<file path="src/rtl/sat_pkg.sv">
`timescale 1ns / 1ps
// ----------------------------------------------------------------------------
// sat_pkg: shared types and constants of the summed-area table core
// Field widths, status and operation codes, controller states and the
// command and status bundles that join the controller to the datapath.
// ----------------------------------------------------------------------------
package sat_pkg;

  // Fixed field widths.
  localparam int unsigned SUM_W     = 34;
  localparam int unsigned ELEM_W    = 18;
  localparam int unsigned COORD_W   = 8;
  localparam int unsigned SIZE_W    = 9;
  localparam int unsigned CFG_IDX_W = 1;

  // Default table bounds and size register reset value.
  localparam int unsigned MAX_ROWS_DEF = 256;
  localparam int unsigned MAX_COLS_DEF = 256;
  localparam logic [SIZE_W-1:0] SIZE_RESET = 9'd256;

  // Configuration register indexes.
  localparam logic [CFG_IDX_W-1:0] CFG_ROWS = 1'b0;
  localparam logic [CFG_IDX_W-1:0] CFG_COLS = 1'b1;

  typedef enum logic {
    OP_LOAD  = 1'b0,
    OP_QUERY = 1'b1
  } op_e;

  typedef enum logic [1:0] {
    ST_OK        = 2'd0,
    ST_BAD_RECT  = 2'd1,
    ST_NOT_READY = 2'd2
  } status_e;

  // Corners of a query rectangle, in the order they are read.
  typedef enum logic [1:0] {
    CORNER_A = 2'd0, // bottom-right, added
    CORNER_B = 2'd1, // above the top edge, subtracted
    CORNER_C = 2'd2, // left of the left edge, subtracted
    CORNER_D = 2'd3  // above and to the left, added
  } corner_e;

  typedef enum logic [3:0] {
    S_IDLE,
    S_LD_RD,
    S_LD_WR,
    S_Q0,
    S_Q1,
    S_Q2,
    S_Q3,
    S_Q4,
    S_HOLD
  } state_e;

  // Commands from the controller to the datapath.
  typedef struct packed {
    logic    in_stall;
    logic    accept_load;
    logic    accept_query;
    logic    ld_read;
    logic    ld_write;
    logic    q_read;
    corner_e rd_corner;
    logic    acc_en;
    corner_e acc_corner;
    logic    out_push;
  } cmd_t;

  // Status from the datapath to the controller.
  typedef struct packed {
    logic query_err;
    logic out_busy;
  } dp_status_t;

endpackage

</file>
<file path="src/rtl/sat_ctrl.sv">
`timescale 1ns / 1ps
// ----------------------------------------------------------------------------
// sat_ctrl: controller of the summed-area table core
// Sequences the read and write of a load and the four corner reads of a
// query, and hands finished results to the output register.
// ----------------------------------------------------------------------------
module sat_ctrl (
  input  logic                clk_i,
  input  logic                rst_ni,
  input  logic                in_valid_i,
  input  logic                operation_i,
  input  sat_pkg::dp_status_t dp_status_i,
  output sat_pkg::cmd_t       cmd_o
);

  sat_pkg::state_e state_q, state_d;

  // State register.
  always_ff @(posedge clk_i or negedge rst_ni) begin
    if (!rst_ni) begin
      state_q <= sat_pkg::S_IDLE;
    end else begin
      state_q <= state_d;
    end
  end

  // Next state and commands.
  always_comb begin
    state_d            = state_q;
    cmd_o.in_stall     = (state_q != sat_pkg::S_IDLE);
    cmd_o.accept_load  = 1'b0;
    cmd_o.accept_query = 1'b0;
    cmd_o.ld_read      = 1'b0;
    cmd_o.ld_write     = 1'b0;
    cmd_o.q_read       = 1'b0;
    cmd_o.rd_corner    = sat_pkg::CORNER_A;
    cmd_o.acc_en       = 1'b0;
    cmd_o.acc_corner   = sat_pkg::CORNER_A;
    cmd_o.out_push     = 1'b0;
    unique case (state_q)
      sat_pkg::S_IDLE: begin
        if (in_valid_i) begin
          if (sat_pkg::op_e'(operation_i) == sat_pkg::OP_LOAD) begin
            cmd_o.accept_load = 1'b1;
            state_d           = sat_pkg::S_LD_RD;
          end else begin
            cmd_o.accept_query = 1'b1;
            state_d            = sat_pkg::S_Q0;
          end
        end
      end
      sat_pkg::S_LD_RD: begin
        cmd_o.ld_read = 1'b1;
        state_d       = sat_pkg::S_LD_WR;
      end
      sat_pkg::S_LD_WR: begin
        cmd_o.ld_write = 1'b1;
        state_d        = sat_pkg::S_IDLE;
      end
      sat_pkg::S_Q0: begin
        if (dp_status_i.query_err) begin
          // Flagged query: report without reading the table, waiting in S_HOLD while the output register is busy.
          if (!dp_status_i.out_busy) begin
            cmd_o.out_push = 1'b1;
            state_d        = sat_pkg::S_IDLE;
          end else begin
            state_d = sat_pkg::S_HOLD;
          end
        end else begin
          cmd_o.q_read    = 1'b1;
          cmd_o.rd_corner = sat_pkg::CORNER_A;
          state_d         = sat_pkg::S_Q1;
        end
      end
      sat_pkg::S_Q1: begin
        cmd_o.acc_en     = 1'b1;
        cmd_o.acc_corner = sat_pkg::CORNER_A;
        cmd_o.q_read     = 1'b1;
        cmd_o.rd_corner  = sat_pkg::CORNER_B;
        state_d          = sat_pkg::S_Q2;
      end
      sat_pkg::S_Q2: begin
        cmd_o.acc_en     = 1'b1;
        cmd_o.acc_corner = sat_pkg::CORNER_B;
        cmd_o.q_read     = 1'b1;
        cmd_o.rd_corner  = sat_pkg::CORNER_C;
        state_d          = sat_pkg::S_Q3;
      end
      sat_pkg::S_Q3: begin
        cmd_o.acc_en     = 1'b1;
        cmd_o.acc_corner = sat_pkg::CORNER_C;
        cmd_o.q_read     = 1'b1;
        cmd_o.rd_corner  = sat_pkg::CORNER_D;
        state_d          = sat_pkg::S_Q4;
      end
      sat_pkg::S_Q4: begin
        cmd_o.acc_en     = 1'b1;
        cmd_o.acc_corner = sat_pkg::CORNER_D;
        if (!dp_status_i.out_busy) begin
          cmd_o.out_push = 1'b1;
          state_d        = sat_pkg::S_IDLE;
        end else begin
          state_d = sat_pkg::S_HOLD;
        end
      end
      sat_pkg::S_HOLD: begin
        // Wait for the output register to free up.
        if (!dp_status_i.out_busy) begin
          cmd_o.out_push = 1'b1;
          state_d        = sat_pkg::S_IDLE;
        end
      end
      default: begin
        state_d = sat_pkg::S_IDLE;
      end
    endcase
  end

endmodule

</file>
<file path="config.mk">
export PLATFORM = sky130hd
export DESIGN_NAME = sat_ctrl
export DESIGN_NICKNAME = d
export VERILOG_FILES = /design/src/rtl/sat_pkg.sv /design/src/rtl/sat_ctrl.sv
export SDC_FILE = /design/constraint.sdc
export NUM_CORES = 1
export LEC_CHECK = 0
export BUFFER_PORTS_ARGS = -buffer_cell sky130_fd_sc_hd__buf_2
export CAP_MARGIN = 20
export CORE_AREA = 2 2 39 41
export DETAILED_ROUTE_END_ITERATION = 8
export DIE_AREA = 0 0 41 43
export PLACE_DENSITY = 0.55
export SYNTH_ARGS = -nofsm -noshare
export SYNTH_HDL_FRONTEND = slang
export SYNTH_SLANG_ARGS = --single-unit
</file>
<file path="constraint.sdc">
create_clock -name clk_i -period 1.44 [get_ports clk_i]
set_input_delay 0 -clock clk_i [delete_from_list [all_inputs] [get_ports clk_i]]
set_output_delay 0 -clock clk_i [all_outputs]
set_load 0.005 [all_outputs]
</file>
======== After elaboration in Yosys (flattened, before gate mapping) ========
Index checks and enable logic that the tools add are counted.
word-level totals
  bits of input ports ..................... 6
  register bits ........................... 4
  output and inout port bits .............. 12
  word-level logic and storage cells ...... 33
operators by class
  multiplexer cells ....................... 18
  reductions and logical operators ........ 4
  eq/ne operators ......................... 10
operators by type and width
  cell                number
  $pmux 4 s8          1
  $pmux 3 s4          2
  $eq 4x3->1 const B  4
  $mux 4              4
  $eq 4x2->1 const B  2
  $mux 1              6
  $mux 2              3
  $eq 4x1->1 const B  1
  $eq 4x4->1 const B  1
  $logic_not 4->1     1
  $ne 2x2->1 const B  2
  $reduce_bool 4->1   1
  $mux 3              1
  $pmux 1 s2          1
  $reduce_and 2->1    1
  $reduce_or 2->1     1

======== Longest topological paths before layout ========
Gate-level depths: netlist of run 1.
  depth in word-level cells ............... 3
  gate-level depth with buffers ........... 4
  mapped depth without buffers ............ 3

======== Worst setup path after synthesis of run 1 ========
No wires, ideal clock.
  path type ............................... flip-flop to flip-flop
  from .................................... register state_q[1]
  to ...................................... register state_q[3]
  buffers on the path ..................... 1
  data arrival time ....................... 1.131 ns
  stages on the path, launching flop included .. 4
  setup slack ............................. 0.209 ns
  clock period less this slack ............ 1.231 ns
  setup time .............................. 0.101 ns
  data required time ...................... 1.339 ns
  path through ............................ dfrtp_1 -> buf_6 -> or4b_4 -> o32ai_1
between the ends
  word-level cells in the longest chain between the ends .. 3
  elaborated cells on any way between the ends .. 12
  those cells by class .................... 9 x eq/ne; 1 x mux; 2 x reduce/logical
RTL lines
  what                                                  RTL line        RTL
  start, declared                                       sat_ctrl.sv:16  sat_pkg::state_e state_q, state_d;
  start signal, assigned                                sat_ctrl.sv:21  state_q <= sat_pkg::S_IDLE;
  start signal, assigned                                sat_ctrl.sv:23  state_q <= state_d;
  $eq 4x4->1 / $logic_not 4->1 (equally long branches)  sat_ctrl.sv:40  unique case (state_q)
  $ne 2x2->1 (no source line)                           -
  $reduce_and 2->1 (no source line)                     -
Parallel ways exist; a longest one is shown, timed or not.
A chain may end at the register's enable or synchronous reset.

==> impl_metrics.prom, run 1 <==
# TYPE chip_impl_metric gauge
chip_impl_metric{name="cp_slowest_stage_delay",unit="ns"} 0.56
chip_impl_metric{name="setup_total_negative_slack",unit="ns"} -0.0272
chip_impl_metric{name="worstPathMaxFanout",unit=""} 3
chip_impl_metric{name="area_growth_syn_to_layout",unit="%"} 46.0
chip_impl_info{name="dr.max_layer_used",value="met3"} 1
chip_impl_metric{name="dpl_worst_slack",unit="ns"} 0.166
chip_impl_info{name="r2r-start",value="state_q[0]"} 1
chip_impl_info{name="synthDominantAreaCellType",value="dfrtp_1"} 1
chip_impl_metric{name="worst_r2r_path_depth",unit=""} 2
chip_impl_info{name="synthMostInstantiatedCell",value="nor2_1"} 1
chip_impl_info{name="crit_path_launch_type",value="register"} 1
chip_impl_metric{name="num_io_pins",unit=""} 18
chip_impl_metric{name="overflow",unit=""} 0
chip_impl_info{name="registers.top_by_ff_count",value="state_q"} 1
chip_impl_info{name="cells_along_the_critical_path",value="or4_4, nor3b_2, buf_2"} 1
chip_impl_metric{name="synth_sequential_area_ratio",unit="%"} 29.2
chip_impl_metric{name="ir_drop",unit="mV"} 0.638
chip_impl_metric{name="max-slew-margin-rel",unit="%"} 84.0
chip_impl_metric{name="grt_pass1_wl",unit="um"} 1010
chip_impl_metric{name="cts-htree-levels",unit=""} 1
chip_impl_metric{name="worstHoldPathCells",unit=""} 3
chip_impl_metric{name="final_layout_size_suffix_gt1_share",unit="%"} 49.2
chip_impl_metric{name="n_antenna_cell",unit=""} 0
chip_impl_metric{name="largest_reg_flops",unit=""} 4
chip_impl_metric{name="post_synth_num_cell_types",unit=""} 24
chip_impl_info{name="setup.worst_path.class",value="register to primary output"} 1
chip_impl_info{name="regToRegEndpoint",value="state_q[3]"} 1
chip_impl_metric{name="switching_part_of_the_total_power",unit="%"} 37.3
chip_impl_metric{name="met2WireLength",unit="um"} 347
chip_impl_metric{name="p_int",unit="uW"} 558
chip_impl_metric{name="util_after_layout",unit="%"} 36.2
chip_impl_metric{name="leak_pwr",unit="uW"} 0.000263
chip_impl_metric{name="final_cell_area",unit="um2"} 500
chip_impl_metric{name="ant_nets",unit=""} 0
chip_impl_metric{name="path_depth",unit=""} 3
chip_impl_metric{name="finalMaxSlewViolations",unit=""} 0
chip_impl_info{name="crit_slowest_cell",value="or4_4"} 1
chip_impl_info{name="synthFlopType",value="dfrtp_1"} 1
chip_impl_metric{name="dr_total_vias",unit=""} 351
chip_impl_info{name="largestRegisters",value="state_q x4"} 1
chip_impl_metric{name="timing_worst_slew_pin_value",unit="ns"} 0.239
chip_impl_metric{name="synthesis.instances",unit=""} 41
chip_impl_metric{name="path_clk_slew",unit="ns"} 0.04
chip_impl_metric{name="setup.reg_to_reg.worst_slack",unit="ns"} 0.23
chip_impl_metric{name="initial_utilization",unit="%"} 24.8
chip_impl_metric{name="synth-edff-count",unit=""} 0
chip_impl_metric{name="totalWireLength",unit="um"} 747
chip_impl_metric{name="ys_warn_count",unit=""} 0
chip_impl_metric{name="cts_made_buffers",unit=""} 3
chip_impl_metric{name="finalCritPeriodShare",unit="%"} 102
chip_impl_metric{name="seq_power_share",unit="%"} 22.8
chip_impl_metric{name="die_area",unit="mm2"} 0.00176
chip_impl_metric{name="setup_violations",unit=""} 1
chip_impl_metric{name="drtIter0Drc",unit=""} 1
chip_impl_info{name="yosys-top-cells-area",value="dfrtp_1 (29%), nand2b_1 (7.3%), nor2_1 (5.5%), o32ai_1 (5.1%), a21oi_1 (4.4%)"} 1
chip_impl_metric{name="timing.clock.skew",unit="ns"} 0.00198
chip_impl_metric{name="final_estimated_routing_congestion_in_global_placement",unit=""} 0.701
chip_impl_metric{name="clock_network_fraction_of_design_power",unit="%"} 15.0
chip_impl_metric{name="core_area",unit="mm2"} 0.00138
chip_impl_metric{name="powerDensity",unit="mW/mm2"} 1780
chip_impl_metric{name="p_sw",unit="uW"} 332
chip_impl_info{name="critPathTopFamily",value="simple AND/OR/NAND/NOR gates"} 1
chip_impl_metric{name="wl_met1",unit="um"} 345
chip_impl_metric{name="worst_ep_required_time",unit="ns"} 1.44
chip_impl_info{name="run_status",value="finished, violations left"} 1
chip_impl_info{name="worstHoldPathType",value="input port to register"} 1
chip_impl_info{name="cts_root_buffer",value="clkbuf_4"} 1
chip_impl_metric{name="num_clock_sinks",unit=""} 4
chip_impl_metric{name="die_height",unit="um"} 43
chip_impl_metric{name="worstPathArrival",unit="ns"} 1.47
chip_impl_metric{name="cts.path.max_buffers",unit=""} 2
chip_impl_metric{name="row_count",unit=""} 14
chip_impl_info{name="failed_checks",value="negative setup slack"} 1
chip_impl_metric{name="largest_net_degree_at_the_start_of_global_routing",unit=""} 10
chip_impl_metric{name="routed_via_density",unit=""} 4.44
chip_impl_info{name="cts_tree",value="yes"} 1
chip_impl_metric{name="grt_antenna_before_repair",unit=""} 0
chip_impl_metric{name="finalWorstPathRequiredPeriod",unit="ns"} 1.47
chip_impl_metric{name="cp_num_buf_inv",unit=""} 1
chip_impl_metric{name="synth-async-reset-ratio",unit="%"} 100
chip_impl_metric{name="detailed_route_drc_error_count",unit=""} 0
chip_impl_metric{name="number_of_global_route_vias_before_repair",unit=""} 280
chip_impl_metric{name="timing.fmax",unit="GHz"} 0.682
chip_impl_metric{name="power_frac_comb",unit="%"} 62.3
chip_impl_info{name="holdCritStartpoint",value="dp_status_i[0]"} 1
chip_impl_info{name="rsz0062_at_grt",value="yes"} 1
chip_impl_metric{name="place.port_buffers",unit=""} 17
chip_impl_metric{name="clkLatencyLatePin",unit="ns"} 0.23
chip_impl_metric{name="setup_slack",unit="ns"} -0.0272
chip_impl_metric{name="die_w",unit="um"} 41
chip_impl_metric{name="finish.net_count",unit=""} 71
chip_impl_metric{name="hold_viol",unit=""} 0
chip_impl_metric{name="average_instance_area_after_synthesis",unit="um2"} 8.36
chip_impl_metric{name="global_route.usage.total",unit="%"} 8.68
chip_impl_metric{name="final_hold_slack",unit="ns"} 0.0522
chip_impl_metric{name="detailroute.wirelength.met3",unit="um"} 53
chip_impl_info{name="whs_endpoint",value="state_q[3]"} 1
chip_impl_metric{name="cap_viol_max_count",unit=""} 0
chip_impl_info{name="endpoint_kind",value="primary output"} 1
chip_impl_metric{name="hpwl_after_dpl",unit="um"} 594
chip_impl_metric{name="drtPass1Iterations",unit=""} 2
chip_impl_metric{name="synth.net_count",unit=""} 47
chip_impl_metric{name="dpl_cell_area",unit="um2"} 453
chip_impl_metric{name="synth_largest_type_area_fraction",unit="%"} 29.2
chip_impl_metric{name="synth.ff_latch_count",unit=""} 4
chip_impl_metric{name="netlist_area",unit="um2"} 343
chip_impl_info{name="synthTopCellsByCount",value="nor2_1 (5), dfrtp_1 (4), nand2b_1 (4), a21oi_1 (3)"} 1
chip_impl_metric{name="detail_route.wl_per_cell",unit="um"} 9.46
-- layout by cell type (no fill, tap or decap), drive strengths merged --
cell type,netlist,final
buf,2,22
nor2,5,5
nand2b,4,4
dfrtp,4,4
a21oi,3,3
clkbuf,2,3
inv,2,2
nor3,2,2
nand2,2,2
and2,2,2
o32ai,2,2
or2b,1,1
or4,1,1
or2,1,1
or4b,1,1
nand4bb,1,1
a21bo,1,1
nor3b,1,1
nand3b,1,1
a221oi,1,1
and2b,1,1
o21a,1,1
dlygate4sd3,0,1
-- power groups by stage --
stage / Combinational, uW / Sequential, uW / Clock (uW)
finish: 554 / 202 / 133
global route: 627 / 206 / 144
CTS: 558 / 201 / 144
detailed placement: 526 / 211 / 0
global placement: 519 / 211 / 0
floorplan: 376 / 178 / 0
-- worst max-delay path by stage --
| stage | start | end | slack [ns] |
|---|---|---|---|
| 2_1_floorplan | state_q[1] | state_q[3] | 0.21 |
| 3_3_place_gp | state_q[1] | cmd_o[10] | 0.18 |
| 3_5_place_dp | state_q[1] | cmd_o[10] | 0.17 |
| 4_1_cts | state_q[1] | cmd_o[10] | -0.05 |
| 5_1_grt | state_q[1] | cmd_o[10] | -0.12 |
| 6_report | state_q[1] | cmd_o[10] | -0.03 |
-- worst reg2reg max path, stage by stage (launching register included) --
cell	delay, ns
dfrtp_1	0.39
or4b_4	0.56
o32ai_1	0.15
-- routing by layer --
metal  vias up  GRT usage [%]
li1        188              -
met1       151           9.48
met2        12           13.1
met3         0           1.57
met4         0           8.00
met5         -              0
-- metrics by stage --
step,power [uW],std cells
2_1_floorplan,554,41
3_3_place_gp,730,74
3_5_place_dp,737,74
4_1_cts,902,79
5_1_grt,977,79
6_report,890,79
-- kinds of logic after synthesis --
logic type             synth area share [%]
AOI/OAI and AO/OA                      17.2
and+or+nand+nor                        44.2
DFF                                    29.2
buffers and inverters                  9.49
-- final cells by class --
| class | count | area [um2] |
|---|---|---|
| clock buffers | 3 | 22.5 |
| fillers | 165 | 883 |
| inverters | 2 | 7.51 |
| multi-input cells | 31 | 218 |
| flip-flops and latches | 4 | 100 |
| well taps | 16 | 20.0 |
| repair buffers | 23 | 133 |
-- repair_timing --
item / 4_1_cts / 5_1_grt
endpoints found under the hold margin: 4 / 0
gates resized for setup: 0 / 1
pin swaps: 0 / 2
hold buffers: 1 / 0
setup endpoints to repair: 3 / 3
setup buffers: 1 / 0
Note: power is estimated with default switching activity, not from simulation.
==> inputs of run 2 (changes only) <==
--- a/config.mk
+++ b/config.mk
@@ -7,9 +7,9 @@
 export LEC_CHECK = 0
 export BUFFER_PORTS_ARGS = -buffer_cell sky130_fd_sc_hd__buf_2
 export CAP_MARGIN = 20
-export CORE_AREA = 2 2 39 41
+export CORE_AREA = 3 3 40 42
 export DETAILED_ROUTE_END_ITERATION = 8
-export DIE_AREA = 0 0 41 43
+export DIE_AREA = 0 0 43 45
 export PLACE_DENSITY = 0.55
 export SYNTH_ARGS = -nofsm -noshare
 export SYNTH_HDL_FRONTEND = slang
==> constraint.sdc (replaced) <==
create_clock -name clk_i -period 1.44 [get_ports clk_i]
set_input_delay 0.288 -clock clk_i [delete_from_list [all_inputs] [get_ports clk_i]]
set_output_delay 0.288 -clock clk_i [all_outputs]
set_load 0.005 [all_outputs]
==> run 2 against run 1 <==
  * The run still ends with negative setup slack left
  * Via count is 6.8% higher
  * Largest power group unchanged
  * Worst hold slack better by 0.28 ns
  * Critical path type unchanged
  * Combinational power is 32% higher
  * Largest cell class unchanged
  * Clock skew hardly changed
  * Power is 19% higher
  * Cell area is 17% higher
==> impl_metrics.prom, run 2 (synthesized netlist as in run 1, its figures left out) <==
# TYPE chip_impl_metric gauge
chip_impl_info{name="run_status",value="finished, violations left"} 1
chip_impl_info{name="failed_checks",value="negative setup slack"} 1
chip_impl_metric{name="worstPathMaxFanout",unit=""} 3
chip_impl_metric{name="fin_cells",unit=""} 82
chip_impl_metric{name="routed_via_density",unit=""} 4.57
chip_impl_info{name="rsz0062_at_grt",value="yes"} 1
chip_impl_metric{name="worst_ep_required_time",unit="ns"} 1.15
chip_impl_metric{name="ant_nets",unit=""} 0
chip_impl_metric{name="n_antenna_cell",unit=""} 0
chip_impl_metric{name="worst_r2r_path_depth",unit=""} 4
chip_impl_metric{name="worstHoldPathCells",unit=""} 3
chip_impl_metric{name="setup_violations",unit=""} 10
chip_impl_metric{name="largest_reg_flops",unit=""} 4
chip_impl_info{name="critPathTopFamily",value="simple AND/OR/NAND/NOR gates"} 1
chip_impl_metric{name="timing.fmax",unit="GHz"} 0.579
chip_impl_info{name="regToRegEndpoint",value="state_q[1]"} 1
chip_impl_metric{name="finalMaxSlewViolations",unit=""} 0
chip_impl_info{name="layout.cells.most_common",value="buf_2"} 1
chip_impl_info{name="cts_root_buffer",value="clkbuf_4"} 1
chip_impl_info{name="setup.worst_path.class",value="register to primary output"} 1
chip_impl_metric{name="setup.reg_to_reg.worst_slack",unit="ns"} 0.20
chip_impl_info{name="whs_endpoint",value="state_q[3]"} 1
chip_impl_info{name="holdCritStartpoint",value="dp_status_i[0]"} 1
chip_impl_info{name="registers.top_by_ff_count",value="state_q"} 1
chip_impl_metric{name="place.port_buffers",unit=""} 17
chip_impl_metric{name="finalWorstPathRequiredPeriod",unit="ns"} 1.73
chip_impl_metric{name="clkLatencyLatePin",unit="ns"} 0.23
chip_impl_metric{name="global_route.usage.total",unit="%"} 9.29
chip_impl_metric{name="drtPass1Iterations",unit=""} 2
chip_impl_metric{name="die_height",unit="um"} 45
chip_impl_info{name="largestRegisters",value="state_q x4"} 1
chip_impl_info{name="crit_path_launch_type",value="register"} 1
chip_impl_metric{name="die_area",unit="mm2"} 0.00194
chip_impl_metric{name="cp_slowest_stage_delay",unit="ns"} 0.55
chip_impl_info{name="cts_tree",value="yes"} 1
chip_impl_metric{name="setup_slack",unit="ns"} -0.288
chip_impl_metric{name="timing.clock.skew",unit="ns"} 0.00169
chip_impl_metric{name="hpwl_after_dpl",unit="um"} 662
chip_impl_metric{name="number_of_global_route_vias_before_repair",unit=""} 297
chip_impl_info{name="worstHoldPathType",value="input port to register"} 1
chip_impl_metric{name="final_cell_area",unit="um2"} 584
chip_impl_info{name="endpoint_kind",value="primary output"} 1
chip_impl_info{name="crit_slowest_cell",value="or4_4"} 1
chip_impl_metric{name="cap_viol_max_count",unit=""} 0
chip_impl_metric{name="final_layout_size_suffix_gt1_share",unit="%"} 65.7
chip_impl_metric{name="worstPathArrival",unit="ns"} 1.44
chip_impl_info{name="cells_along_the_critical_path",value="or4_4, nor3b_2, buf_2"} 1
chip_impl_metric{name="finalCritPeriodShare",unit="%"} 120
chip_impl_metric{name="timing_worst_slew_pin_value",unit="ns"} 0.274
chip_impl_metric{name="detailed_route_drc_error_count",unit=""} 0
chip_impl_metric{name="cp_num_buf_inv",unit=""} 1
chip_impl_metric{name="path_clk_slew",unit="ns"} 0.04
chip_impl_metric{name="cts-htree-levels",unit=""} 1
chip_impl_metric{name="num_io_pins",unit=""} 18
chip_impl_metric{name="placed_cells_incl_taps",unit=""} 75
chip_impl_metric{name="detail_route.wl_per_cell",unit="um"} 11.0
chip_impl_info{name="commonest_cells_after_routing_fill_and_taps_aside",value="buf_2 (17), buf_4 (7), nor2_1 (4)"} 1
chip_impl_metric{name="largest_net_degree_at_the_start_of_global_routing",unit=""} 10
chip_impl_metric{name="initial_utilization",unit="%"} 26.7
chip_impl_metric{name="grt_pass1_wl",unit="um"} 1280
chip_impl_metric{name="powerDensity",unit="mW/mm2"} 1820
chip_impl_metric{name="die_w",unit="um"} 43
chip_impl_metric{name="area_growth_syn_to_layout",unit="%"} 70.4
chip_impl_metric{name="cts_made_buffers",unit=""} 3
chip_impl_metric{name="final_estimated_routing_congestion_in_global_placement",unit=""} 0.671
chip_impl_metric{name="finish.net_count",unit=""} 75
chip_impl_metric{name="core_area",unit="mm2"} 0.00128
chip_impl_metric{name="grt_antenna_before_repair",unit=""} 0
chip_impl_metric{name="hold_viol",unit=""} 0
chip_impl_metric{name="drtIter0Drc",unit=""} 3
chip_impl_metric{name="max-slew-margin-rel",unit="%"} 81.7
chip_impl_metric{name="leak_pwr",unit="uW"} 0.000294
chip_impl_metric{name="num_clock_sinks",unit=""} 4
chip_impl_metric{name="cts.path.max_buffers",unit=""} 2
chip_impl_metric{name="ir_drop",unit="mV"} 0.760
chip_impl_metric{name="dr_total_vias",unit=""} 375
chip_impl_metric{name="totalWireLength",unit="um"} 905
chip_impl_info{name="r2r-start",value="state_q[2]"} 1
chip_impl_metric{name="row_count",unit=""} 13
chip_impl_metric{name="overflow",unit=""} 0
chip_impl_metric{name="dpl_cell_area",unit="um2"} 474
[run 2: report_power, final]
part	switching [uW]	total, uW	internal (uW)
sequential	38.3	196	157
combinational	330	731	400
clock	43.1	136	93.0
[run 2: repair_timing]
item,in CTS,in global routing
gates resized for setup,3,9
hold buffers,1,0
hold endpoints to repair,4,0
pin swaps,1,3
buffers inserted,0,5
setup endpoints to repair,12,12
[run 2: how the worst max path moves through the flow]
stage	from	cells past startpoint	to
after floorplan	state_q[1]	3	cmd_o[0]
after global placement	state_q[1]	3	cmd_o[10]
after detailed placement	state_q[1]	3	cmd_o[10]
after CTS	state_q[1]	3	cmd_o[10]
after global routing	state_q[1]	3	cmd_o[10]
final	state_q[1]	3	cmd_o[10]
[run 2: cell type report]
type | instances | area, um2
timing repair buffer | 27 | 170
sequential | 4 | 101
inverter | 2 | 7.51
multi-input combinational | 31 | 264
fill | 132 | 701
clock buffer | 3 | 22.5
tap | 15 | 18.8
[run 2: per-layer routing]
metal / up-vias / global-route usage [%] / part of all wire (%)
met2: 13 / 13.2 / 48
li1: 194 / - / -
met3: 2 / 2.39 / 6.9
met4: 0 / 7.23 / 1.9
met5: - / 0 / 0
met1: 166 / 12.0 / 43
[run 2: worst register-to-register path: stages (launching register included)]
cell      delay, ns
dfrtp_1        0.39
buf_4          0.14
buf_6          0.12
nand3b_1       0.15
a221oi_1       0.32
[run 2: through the flow]
stage                     setup TNS, ns  hold slack (ns)  power (uW)  util (%)  worst slack, ns
after detailed placement        -0.0685           0.0947         776      36.9          -0.0501
after floorplan                       0         -0.00759         560         -           0.0167
final                             -1.81            0.333        1060      45.5           -0.288
after CTS                         -1.57            0.326         944      40.3           -0.302
after global routing              -2.46            0.339        1150      45.5           -0.366
after global placement          -0.0552           0.0934         769      36.9          -0.0401
==> inputs of run 3 (changes only) <==
--- a/config.mk
+++ b/config.mk
@@ -7,10 +7,12 @@
 export LEC_CHECK = 0
 export BUFFER_PORTS_ARGS = -buffer_cell sky130_fd_sc_hd__buf_2
 export CAP_MARGIN = 20
+export CELL_PAD_IN_SITES_DETAIL_PLACEMENT = 1
+export CELL_PAD_IN_SITES_GLOBAL_PLACEMENT = 1
 export CORE_AREA = 3 3 40 42
 export DETAILED_ROUTE_END_ITERATION = 8
 export DIE_AREA = 0 0 43 45
-export PLACE_DENSITY = 0.55
+export PLACE_DENSITY = 0.71
 export SYNTH_ARGS = -nofsm -noshare
 export SYNTH_HDL_FRONTEND = slang
 export SYNTH_SLANG_ARGS = --single-unit
==> run 3 against run 2 <==
  * The flow still finishes with violations (negative setup slack)
  * Combinational power increased by 11%
  * Critical path depth is the same
  * First-iteration DRC count decreased by 100%
  * Flip-flop and latch count unchanged
  * Fmax grew 0.11%
  * Critical endpoint unchanged
  * Largest power group unchanged
==> impl_metrics.prom, run 3 (synthesized netlist as in run 1, its figures left out) <==
# TYPE chip_impl_metric gauge
chip_impl_metric{name="switching_part_of_the_total_power",unit="%"} 37.9
chip_impl_metric{name="worstPathMaxFanout",unit=""} 4
chip_impl_metric{name="leak_pwr",unit="uW"} 0.000307
chip_impl_metric{name="row_count",unit=""} 13
chip_impl_metric{name="powerDensity",unit="mW/mm2"} 1860
chip_impl_metric{name="grt_antenna_before_repair",unit=""} 0
chip_impl_info{name="endpoint_kind",value="primary output"} 1
chip_impl_info{name="commonest_cells_after_routing_fill_and_taps_aside",value="buf_2 (15), buf_4 (9), nor2_1 (4)"} 1
chip_impl_metric{name="finalWorstPathRequiredPeriod",unit="ns"} 1.73
chip_impl_metric{name="initial_utilization",unit="%"} 26.7
chip_impl_metric{name="dr_total_vias",unit=""} 406
chip_impl_metric{name="place.port_buffers",unit=""} 17
chip_impl_metric{name="routed_via_density",unit=""} 4.89
chip_impl_metric{name="cap_viol_max_count",unit=""} 0
chip_impl_metric{name="die_height",unit="um"} 45
chip_impl_metric{name="fillerInstances",unit=""} 161
chip_impl_metric{name="overflow",unit=""} 0
chip_impl_metric{name="totalWireLength",unit="um"} 987
chip_impl_metric{name="setup_total_negative_slack",unit="ns"} -1.71
chip_impl_metric{name="finalMaxSlewViolations",unit=""} 0
chip_impl_metric{name="final_layout_size_suffix_gt1_share",unit="%"} 69.1
chip_impl_metric{name="num_clock_sinks",unit=""} 4
chip_impl_metric{name="ant_nets",unit=""} 0
chip_impl_metric{name="number_of_global_route_vias_before_repair",unit=""} 398
chip_impl_metric{name="final_estimated_routing_congestion_in_global_placement",unit=""} 0.731
chip_impl_metric{name="core_area",unit="mm2"} 0.00128
chip_impl_metric{name="setup_slack",unit="ns"} -0.286
chip_impl_metric{name="dpl_worst_slack",unit="ns"} -0.0771
chip_impl_metric{name="worst_r2r_path_depth",unit=""} 2
chip_impl_info{name="holdCritStartpoint",value="dp_status_i[0]"} 1
chip_impl_info{name="largestRegisters",value="state_q x4"} 1
chip_impl_metric{name="p_sw",unit="uW"} 434
chip_impl_info{name="failed_checks",value="negative setup slack"} 1
chip_impl_metric{name="finalCritPeriodShare",unit="%"} 120
chip_impl_metric{name="max-slew-margin-rel",unit="%"} 82.1
chip_impl_metric{name="setup_violations",unit=""} 11
chip_impl_metric{name="largest_net_degree_at_the_start_of_global_routing",unit=""} 9
chip_impl_metric{name="clkLatencyLatePin",unit="ns"} 0.23
chip_impl_metric{name="cts.path.max_buffers",unit=""} 2
chip_impl_metric{name="timing_worst_slew_pin_value",unit="ns"} 0.269
chip_impl_info{name="registers.top_by_ff_count",value="state_q"} 1
chip_impl_metric{name="p_int",unit="uW"} 711
chip_impl_info{name="regToRegEndpoint",value="state_q[3]"} 1
chip_impl_metric{name="largest_reg_flops",unit=""} 4
chip_impl_metric{name="area_growth_syn_to_layout",unit="%"} 79.2
chip_impl_metric{name="die_w",unit="um"} 43
chip_impl_metric{name="worstHoldPathCells",unit=""} 3
chip_impl_info{name="setup.worst_path.class",value="register to primary output"} 1
chip_impl_metric{name="clock_network_fraction_of_design_power",unit="%"} 11.5
chip_impl_metric{name="cts-htree-levels",unit=""} 1
chip_impl_metric{name="die_area",unit="mm2"} 0.00194
chip_impl_metric{name="detail_route.wl_per_cell",unit="um"} 11.9
chip_impl_metric{name="drtPass1Iterations",unit=""} 1
chip_impl_metric{name="fin_cells",unit=""} 83
chip_impl_metric{name="detailed_route_drc_error_count",unit=""} 0
chip_impl_metric{name="path_clk_slew",unit="ns"} 0.03
chip_impl_metric{name="timing.clock.skew",unit="ns"} 0.000405
chip_impl_metric{name="placed_cells_incl_taps",unit=""} 76
chip_impl_metric{name="hold_viol",unit=""} 0
chip_impl_metric{name="ir_drop",unit="mV"} 0.757
chip_impl_info{name="run_status",value="finished, violations left"} 1
chip_impl_metric{name="worstPathArrival",unit="ns"} 1.44
chip_impl_info{name="whs_endpoint",value="state_q[3]"} 1
chip_impl_info{name="cts_tree",value="yes"} 1
chip_impl_info{name="crit_path_launch_type",value="register"} 1
chip_impl_metric{name="timing.fmax",unit="GHz"} 0.579
chip_impl_metric{name="grt_pass1_wl",unit="um"} 1600
chip_impl_metric{name="n_antenna_cell",unit=""} 0
chip_impl_metric{name="seq_power_share",unit="%"} 17.5
chip_impl_metric{name="setup.reg_to_reg.worst_slack",unit="ns"} 0.24
chip_impl_metric{name="hpwl_after_dpl",unit="um"} 742
chip_impl_info{name="worstHoldPathType",value="input port to register"} 1
chip_impl_metric{name="worst_ep_required_time",unit="ns"} 1.15
chip_impl_metric{name="finish.net_count",unit=""} 76
chip_impl_info{name="layout.cells.most_common",value="buf_2"} 1
chip_impl_info{name="rsz0062_at_grt",value="yes"} 1
chip_impl_metric{name="power_frac_comb",unit="%"} 71.0
chip_impl_info{name="cts_root_buffer",value="clkbuf_4"} 1
chip_impl_metric{name="cts_made_buffers",unit=""} 3
chip_impl_metric{name="num_io_pins",unit=""} 18
chip_impl_metric{name="global_route.usage.total",unit="%"} 10.7
chip_impl_info{name="r2r-start",value="state_q[0]"} 1
chip_impl_metric{name="drtIter0Drc",unit=""} 0
==> run 3: cell count changes in the layout (fill, tap and decap cells not counted) <==
cell     change
a21bo_2      -1
buf_2        -2
buf_4        +2
a21bo_4      +1
buf_6        +1
nor3_1       -1
and2_1       -1
and2_4       +1
nor3_2       +1
==> run 3: worst max path at each step <==
stage                     from   endpoint  slack (ns)  cells after the start
floorplan           state_q[1]   cmd_o[0]        0.02                      3
global placement    state_q[1]  cmd_o[10]       -0.06                      3
detailed placement  state_q[1]  cmd_o[10]       -0.08                      3
CTS                 state_q[0]  cmd_o[10]       -0.30                      3
global route        state_q[0]  cmd_o[10]       -0.37                      3
finish              state_q[0]  cmd_o[10]       -0.29                      3
==> run 3: what timing repair did <==
item / in CTS / in global routing
setup endpoints to repair: 12 / 12
gates resized for setup: 7 / 10
pin swaps: 3 / 2
hold buffers: 1 / 0
hold endpoints to repair: 4 / 0
buffers inserted: 1 / 3
==> run 3: power by group through the flow <==
stage          Combinational (uW)  Clock [uW]  Sequential (uW)
2_1_floorplan                 382           0              178
3_3_place_gp                  595           0              201
3_5_place_dp                  609           0              206
4_1_cts                       696         139              202
5_1_grt                       906         145              211
6_report                      813         131              201
==> run 3: cell type report <==
class / count / area, um2 / area share, %
Multi-Input combinational cell: 31 / 278 / 45.2
Clock buffer: 3 / 22.5 / 3.67
Timing Repair Buffer: 28 / 186 / 30.3
Sequential cell: 4 / 101 / 16.5
Inverter: 2 / 7.51 / 1.22
Tap cell: 15 / 18.8 / 3.05
==> run 3: metrics by stage <==
step           cell area, um2  hold WS [ns]  total power (uW)  util [%]
3_5_place_dp              482        0.0918               815      37.5
5_1_grt                   614         0.359              1260      47.8
6_report                  614         0.341              1150      47.8
4_1_cts                   551         0.334              1040      42.8
3_3_place_gp              482        0.0922               796      37.5
2_1_floorplan             350      -0.00759               560         -
==> run 3: layer usage <==
layer | share of wire [%] | track usage, % | up-vias
met2 | 57 | 19.5 | 9
met1 | 40 | 13.2 | 198
met3 | 3.2 | 0 | 0
met4 | 0 | 5.42 | 0
met5 | 0 | 0 | -
li1 | - | - | 199
==> run 3: critical path: stages (launching register included) <==
cell	delay, ns
dfrtp_1	0.40
or4_4	0.53
nor3b_2	0.15
buf_2	0.13
